--- src/rtl/assert_macros.svh ---
// Assertion macros shared by the list RTL.
`ifndef ASSERT_MACROS_SVH
`define ASSERT_MACROS_SVH

// Check a property on every rising edge of clk outside reset.
`define BVID_ASSERT(lbl, prop, msg) \
    lbl: assert property (@(posedge clk) disable iff (!rst_n) (prop)) else $error(msg);

// Check a property on every rising edge of clk, reset included.
`define BVID_ASSERT_ALWAYS(lbl, prop, msg) \
    lbl: assert property (@(posedge clk) (prop)) else $error(msg);

`endif

--- src/rtl/bvid_pkg.sv ---
// Package: widths, codes and payload types of the bounded list.
package bvid_pkg;

    localparam int DEPTH  = 16;
    localparam int IDX_W  = $clog2(DEPTH);
    localparam int CNT_W  = $clog2(DEPTH + 1);
    localparam int DATA_W = 32;

    localparam logic [2:0] ACT_READ   = 3'd0;
    localparam logic [2:0] ACT_APPEND = 3'd1;
    localparam logic [2:0] ACT_INSERT = 3'd2;
    localparam logic [2:0] ACT_POP    = 3'd3;
    localparam logic [2:0] ACT_DELETE = 3'd4;
    localparam logic [2:0] ACT_CLEAR  = 3'd5;

    localparam logic [1:0] ST_OK    = 2'd0;
    localparam logic [1:0] ST_RANGE = 2'd1;
    localparam logic [1:0] ST_EMPTY = 2'd2;
    localparam logic [1:0] ST_FULL  = 2'd3;

    typedef enum logic [1:0] {
        CELL_HOLD,
        CELL_LOAD,
        CELL_LEFT,
        CELL_RIGHT
    } cell_op_t;

    typedef struct packed {
        logic [2:0]               action;
        logic [IDX_W-1:0]         index;
        logic signed [DATA_W-1:0] value;
    } cmd_t;

    typedef struct packed {
        logic [1:0]               status;
        logic signed [DATA_W-1:0] read_data;
        logic [CNT_W-1:0]         count;
    } result_t;

    typedef struct packed {
        logic [1:0]       status;
        logic [CNT_W-1:0] count;
    } upd_t;

endpackage

--- src/rtl/bvid_cell.sv ---
// One storage cell of the list: hold, load, or take a neighbour's word.
module bvid_cell (
    input  logic                               clk,
    input  bvid_pkg::cell_op_t                 op,
    input  logic signed [bvid_pkg::DATA_W-1:0] load_data,
    input  logic signed [bvid_pkg::DATA_W-1:0] left_data,
    input  logic signed [bvid_pkg::DATA_W-1:0] right_data,
    output logic signed [bvid_pkg::DATA_W-1:0] data
);
    import bvid_pkg::*;

    logic signed [DATA_W-1:0] data_reg;
    logic signed [DATA_W-1:0] data_next;

    always_comb
    begin
        unique case (op)
            CELL_LOAD:  data_next = load_data;
            CELL_LEFT:  data_next = left_data;
            CELL_RIGHT: data_next = right_data;
            CELL_HOLD:  data_next = data_reg;
            default:    data_next = data_reg;
        endcase
    end

    always_ff @(posedge clk)
    begin
        data_reg <= data_next;
    end

    assign data = data_reg;

endmodule

--- src/rtl/bvid_ctrl.sv ---
// Controller: element count, command checks and per-cell operations.
`include "assert_macros.svh"

module bvid_ctrl (
    input  logic                                   clk,
    input  logic                                   rst_n,
    input  logic                                   go,
    input  bvid_pkg::cmd_t                         command,
    output bvid_pkg::upd_t                         upd,
    output bvid_pkg::cell_op_t [bvid_pkg::DEPTH-1:0] ops
);
    import bvid_pkg::*;

    typedef enum logic [1:0] {
        MODE_NONE,
        MODE_APPEND,
        MODE_INSERT,
        MODE_DELETE
    } mode_t;

    logic [CNT_W-1:0] fill_reg;
    logic [CNT_W-1:0] fill_next;
    logic [CNT_W-1:0] idx_ext;
    logic             idx_ok;
    logic             has_room;
    logic             is_empty;
    logic [1:0]       status;
    mode_t            mode;

    assign idx_ext  = CNT_W'(command.index);
    assign idx_ok   = idx_ext < fill_reg;
    assign has_room = fill_reg < CNT_W'(DEPTH);
    assign is_empty = fill_reg == '0;

    always_comb
    begin
        status    = ST_OK;
        mode      = MODE_NONE;
        fill_next = fill_reg;
        unique case (command.action)
            ACT_READ:
            begin
                if (!idx_ok)
                    status = ST_RANGE;
            end
            ACT_APPEND:
            begin
                if (!has_room)
                    status = ST_FULL;
                else
                begin
                    mode      = MODE_APPEND;
                    fill_next = fill_reg + 1'b1;
                end
            end
            ACT_INSERT:
            begin
                if (!idx_ok)
                    status = ST_RANGE;
                else if (!has_room)
                    status = ST_FULL;
                else
                begin
                    mode      = MODE_INSERT;
                    fill_next = fill_reg + 1'b1;
                end
            end
            ACT_POP:
            begin
                if (is_empty)
                    status = ST_EMPTY;
                else
                    fill_next = fill_reg - 1'b1;
            end
            ACT_DELETE:
            begin
                if (is_empty)
                    status = ST_EMPTY;
                else if (!idx_ok)
                    status = ST_RANGE;
                else
                begin
                    mode      = MODE_DELETE;
                    fill_next = fill_reg - 1'b1;
                end
            end
            ACT_CLEAR:
                fill_next = '0;
            default:
                status = ST_OK;
        endcase
    end

    for (genvar i = 0; i < DEPTH; i++)
    begin : g_op
        localparam logic [CNT_W-1:0] POS = CNT_W'(i);
        always_comb
        begin
            ops[i] = CELL_HOLD;
            if (go)
            begin
                case (mode)
                    MODE_APPEND:
                        if (POS == fill_reg)
                            ops[i] = CELL_LOAD;
                    MODE_INSERT:
                        if (POS == idx_ext)
                            ops[i] = CELL_LOAD;
                        else if (POS > idx_ext && POS <= fill_reg)
                            ops[i] = CELL_LEFT;
                    MODE_DELETE:
                        if (POS >= idx_ext && (POS + 1'b1) < fill_reg)
                            ops[i] = CELL_RIGHT;
                    default:
                        ops[i] = CELL_HOLD;
                endcase
            end
        end
    end

    always_ff @(posedge clk or negedge rst_n)
    begin
        if (!rst_n)
            fill_reg <= '0;
        else if (go)
            fill_reg <= fill_next;
    end

    assign upd.status = status;
    assign upd.count  = fill_next;

    `BVID_ASSERT_ALWAYS(a_fill_bound, fill_reg <= CNT_W'(DEPTH), "count beyond depth")
    `BVID_ASSERT(a_reject_keeps_fill, (status != ST_OK) |-> (fill_next == fill_reg && mode == MODE_NONE), "rejected command alters the list")
    `BVID_ASSERT(a_step_one, (go && command.action != ACT_CLEAR) |=> (fill_reg == $past(fill_reg) || fill_reg == $past(fill_reg) + 1'b1 || fill_reg == $past(fill_reg) - 1'b1), "count moved by more than one")

endmodule

--- src/rtl/bounded_vector_insert_delete.sv ---
// Top level: bounded ordered list of signed words held in a row of cells.
// Latency: the result is strobed on done in the cycle after start is taken.
// Throughput: one command per cycle; every cell shifts, loads or holds at once.
// busy stays low, since each command finishes in the cycle it is taken.
// Reset clears the element count and the done strobe; cell contents are kept.
`include "assert_macros.svh"

module bounded_vector_insert_delete (
    input  logic              clk,
    input  logic              rst_n,
    input  logic              start,
    output logic              busy,
    input  bvid_pkg::cmd_t    command,
    output logic              done,
    output bvid_pkg::result_t result
);
    import bvid_pkg::*;

    logic                              go;
    upd_t                              upd;
    cell_op_t [DEPTH-1:0]              ops;
    logic signed [DATA_W-1:0]          cell_data [DEPTH];
    logic signed [DATA_W-1:0]          rd;
    logic                              done_reg;
    result_t                           result_reg;

    assign busy = 1'b0;
    assign go   = start && !busy;

    bvid_ctrl u_ctrl (
        .clk     (clk),
        .rst_n   (rst_n),
        .go      (go),
        .command (command),
        .upd     (upd),
        .ops     (ops)
    );

    for (genvar i = 0; i < DEPTH; i++)
    begin : g_cell
        logic signed [DATA_W-1:0] left_in;
        logic signed [DATA_W-1:0] right_in;
        if (i == 0)
        begin : g_first
            assign left_in = '0;
        end
        else
        begin : g_mid_l
            assign left_in = cell_data[i-1];
        end
        if (i == DEPTH - 1)
        begin : g_last
            assign right_in = '0;
        end
        else
        begin : g_mid_r
            assign right_in = cell_data[i+1];
        end

        bvid_cell u_cell (
            .clk        (clk),
            .op         (ops[i]),
            .load_data  (command.value),
            .left_data  (left_in),
            .right_data (right_in),
            .data       (cell_data[i])
        );
    end

    assign rd = (command.action == ACT_READ && upd.status == ST_OK)
              ? cell_data[command.index] : '0;

    always_ff @(posedge clk or negedge rst_n)
    begin
        if (!rst_n)
            done_reg <= 1'b0;
        else
            done_reg <= go;
    end

    always_ff @(posedge clk)
    begin
        if (go)
        begin
            result_reg.status    <= upd.status;
            result_reg.read_data <= rd;
            result_reg.count     <= upd.count;
        end
    end

    assign done   = done_reg;
    assign result = result_reg;

    `BVID_ASSERT(a_done_follows, go |=> done, "accepted transaction gave no result")
    `BVID_ASSERT(a_no_spurious, !go |=> !done, "result without a transaction")
    `BVID_ASSERT(a_rd_zero, (done && (result.status != ST_OK)) |-> (result.read_data == '0), "read data on a failed transaction")

endmodule

--- config.mk ---
export PLATFORM = sky130hd
export DESIGN_NAME = bounded_vector_insert_delete
export DESIGN_NICKNAME = d
export VERILOG_FILES = /design/src/rtl/bvid_pkg.sv /design/src/rtl/bvid_cell.sv /design/src/rtl/bvid_ctrl.sv /design/src/rtl/bounded_vector_insert_delete.sv
export VERILOG_INCLUDE_DIRS = /design/src /design/src/rtl
export SDC_FILE = /design/constraint.sdc
export NUM_CORES = 1
export LEC_CHECK = 0
export BUFFER_PORTS_ARGS = -buffer_cell sky130_fd_sc_hd__buf_2
export CORE_ASPECT_RATIO = 0.75
export CORE_MARGIN = 1
export CORE_UTILIZATION = 50
export CTS_BUF_LIST = sky130_fd_sc_hd__clkbuf_16
export DETAILED_ROUTE_END_ITERATION = 10
export PLACE_DENSITY = 0.64
export SLEW_MARGIN = 10
export SYNTH_ARGS = -nofsm -noshare
export SYNTH_HDL_FRONTEND = slang
export SYNTH_SLANG_ARGS = --single-unit
--- constraint.sdc ---
create_clock -name clk -period 6.9 [get_ports clk]
set_clock_uncertainty 0.05 [all_clocks]
set_input_delay 0.345 -clock clk [delete_from_list [all_inputs] [get_ports clk]]
set_output_delay 0.345 -clock clk [all_outputs]
set_load 0.01 [all_outputs]
==> flow_metrics.py <==
metrics = {
    "routing": {
        "vias_per_cell": 6.68,
        "ant_nets": 0,
        "wire_per_inst_um": 29.8,
        "wl_mm": 114,
        "drtIter0Drc": 3483,
        "drc_errors": 0,
        "drtPass1Iterations": 7,
        "num_vias": 25611,
    },
    "logic_synthesis": {
        "synth-async-reset-ratio_pct": 1.08,
        "synth_ff_type": "edfxtp_1",
        "synth_cell_types": 74,
        "yosys_warnings": 0,
        "ys_seq_elements": 557,
        "synthesis.nets": 3031,
        "avgSynthCellArea_um2": 11.0,
        "synth_edf_count": 551,
        "yosysSeqAreaShare_pct": 51.0,
        "synth_area_um2": 32700,
        "netlist_instances": 2981,
    },
    "placement": {
        "dp_hpwl_mm": 68.9,
        "dpl_cell_area_um2": 34000,
        "gp_congestion": 0.923,
        "place_inst": 3723,
        "io_buffers": 81,
        "pre_cts_ws_ns": 1.80,
    },
    "flow_run": {
        "maxCapViolCount": 0,
    },
    "sta": {
        "fin_crit_sh_pct": 75.9,
        "rsz0062_at_grt": "no",
        "hold_viol_final": 0,
        "setup_slack_ns": 1.66,
        "report.final.slew_viol_count": 0,
        "setup_viol": 0,
        "max_freq_mhz": 191,
        "finalCriticalPeriod_ns": 5.24,
        "tns_ns": 0,
        "slew_headroom_pct": 14.4,
        "worst_pin_slew_ns": 1.28,
    },
    "worst_setup_path": {
        "cpMaxStageDelayCell": "nor2_4",
        "cp.required_ns": 7.17,
        "critPathMaxFanout": 20,
        "path_class": "reg -> reg",
        "reg2reg_to": "g_cell[9].u_cell.data[10]$_DFFE_PP_",
        "path_cells": "clkinv_1, ha_1, a2111oi_1, nor2_1, buf_4, nor3_1, a211o_2, a311oi_1, nor2_4, buf_4",
        "crit_cells": 10,
        "ff2ff_setup_slack_ns": 1.66,
        "crit_path_end_kind": "flop",
        "crit_start": "u_ctrl.fill_reg[2]$_DFFE_PN0P_",
        "r2r_cells": 10,
        "max_stage_delay_ns": 0.84,
        "path_buf_inv": 3,
        "cpMostUsedCell": "buf_4",
        "crit_path_start_kind": "flop",
        "r2r-start": "u_ctrl.fill_reg[2]$_DFFE_PN0P_",
        "critPathTopFamily": "simple AND/OR/NAND/NOR gates",
        "cp.arrival_ns": 5.51,
    },
    "clocking": {
        "numCtsBuffers": 59,
        "cts.path.max_buffers": 3,
        "clk_latency_ns": 0.63,
        "ctsHtreeMaxLevel": 2,
        "path_clk_slew_ns": 0.06,
        "postCtsSetupRepairBufs": 0,
        "root_buffer": "clkbuf_16",
        "cts_tree": "built",
        "ctsResizeCount": 0,
        "cts_sinks": 557,
    },
    "final_layout": {
        "layout_common_cells": "551 x edfxtp_1, 450 x mux2i_1, 331 x nand2_1",
        "fin_cells": 3833,
        "fill_cells": 5386,
        "fin_area_um2": 35900,
        "fin_nets": 2974,
        "largest_register_ffs": 512,
        "drive_gt1_share_pct": 16.9,
        "final_common_cell": "edfxtp_1",
        "syn_to_final_growth_pct": 9.79,
    },
    "die": {
        "io_pins": 83,
        "die_x_um": 297,
        "fp-row-count": 80,
        "start_util_pct": 51.0,
        "core_region_area_um2": 64200,
        "die_y_um": 224,
        "dieArea_um2": 66500,
    },
    "pwr": {
        "vdd.ir_drop.worst_mv": 0.180,
        "power.total_mw": 9.00,
        "p_leak_nw": 14.2,
        "power.density_nw_per_um2": 250,
    },
    "grt": {
        "grtUsageTotal_pct": 33.9,
        "overflow": 0,
        "grt_pass1_wl_mm": 167,
        "grt_max_degree": 65,
        "antenna_found_initial": 6,
        "first_global_vias": 24880,
    },
    "hold_path": {
        "hold_path_class": "in -> async",
    },
    "status": {
        "status": "finished clean",
    },
}
-- metrics by stage --
stage               hold slack, ns  utilization [%]
detailed placement           0.139             53.0
floorplan                -0.000591                -
CTS                        0.00809             56.0
finish                      0.0333             56.0
global route                0.0511             56.0
global placement             0.137             53.0
-- power breakdown --
| part | internal, mW | switching, mW | total [mW] | leakage [nW] |
|---|---|---|---|---|
| Combinational | 0.558 | 1.18 | 1.74 | 8.14 |
| Sequential | 3.90 | 0.133 | 4.03 | 5.08 |
| Clock | 1.81 | 1.41 | 3.22 | 0.959 |
-- cells by family (layout without fill, tap and decap cells) --
logic type | count (synthesis) | after routing | share of synthesized area, %
and+or+nand+nor | 759 | 759 | 9.41
AOI/OAI and AO/OA | 730 | 730 | 12.8
muxes | 642 | 642 | 22.6
DFF | 557 | 557 | 51.0
buffers and inverters | 284 | 274 | 3.90
adders and majority gates | 8 | 8 | 0.306
other | 1 | 2 | 0.0115
-- synthesized netlist by cell type, drive strengths merged (5+ instances only) --
| master | n | share of area (%) |
|---|---|---|
| mux4 | 64 | 4.4 |
| a31oi | 37 | 0.71 |
| o22ai | 40 | 0.78 |
| and3 | 6 | 0.11 |
| nor4 | 5 | 0.096 |
| inv | 8 | 0.092 |
| edfxtp | 551 | 51 |
| clkbuf | 194 | 2.2 |
| and2 | 6 | 0.11 |
| dfrtp | 6 | 0.46 |
| nand4 | 6 | 0.11 |
| buf | 80 | 1.6 |
| a32oi | 6 | 0.16 |
| nand2 | 334 | 3.8 |
| or2 | 5 | 0.096 |
| a22oi | 34 | 0.78 |
| nor3 | 24 | 0.38 |
| nand2b | 8 | 0.15 |
| a21oi | 281 | 4.3 |
| a221oi | 37 | 1.0 |
| mux2 | 128 | 4.4 |
| or3 | 7 | 0.13 |
| nand3 | 13 | 0.20 |
| mux2i | 450 | 14 |
| o21a | 5 | 0.12 |
| ha | 8 | 0.31 |
| nor2 | 328 | 3.8 |
| o21ai | 256 | 3.9 |
-- cell type report --
type | instances | area (um^2) | area share (%)
multi-input cells | 2140 | 15200 | 42.2
repair buffers | 156 | 1060 | 2.95
inverters | 10 | 37.5 | 0.104
clock buffers | 59 | 1480 | 4.11
clock inverters | 49 | 424 | 1.18
diodes | 1 | 2.50 | 0.00696
flip-flops and latches | 557 | 16700 | 46.4
well taps | 861 | 1080 | 3.00
-- routing by layer --
metal / wire length [um] / global-route usage, % / vias up
met3: 13700 / 8.44 / 299
met4: 4720 / 13.1 / 4
met2: 48900 / 50.3 / 1686
met1: 47000 / 47.7 / 12531
met5: 19 / 0 / -
li1: - / - / 11091
-- what timing repair did --
action | CTS | global route
setup endpoints to repair | 0 | 0
hold endpoints to repair | 6 | 0
hold buffers | 1 | 0
-- how the worst max path moves through the flow --
stage                                           to  slack [ns]
4_1_cts        g_cell[8].u_cell.data[15]$_DFFE_PP_        1.76
5_1_grt        g_cell[9].u_cell.data[14]$_DFFE_PP_        1.41
3_3_place_gp   g_cell[8].u_cell.data[11]$_DFFE_PP_        1.93
6_report       g_cell[9].u_cell.data[10]$_DFFE_PP_        1.66
3_5_place_dp   g_cell[8].u_cell.data[11]$_DFFE_PP_        1.80
2_1_floorplan  g_cell[12].u_cell.data[0]$_DFFE_PP_        1.98
Power figures use the tool's default switching activity.
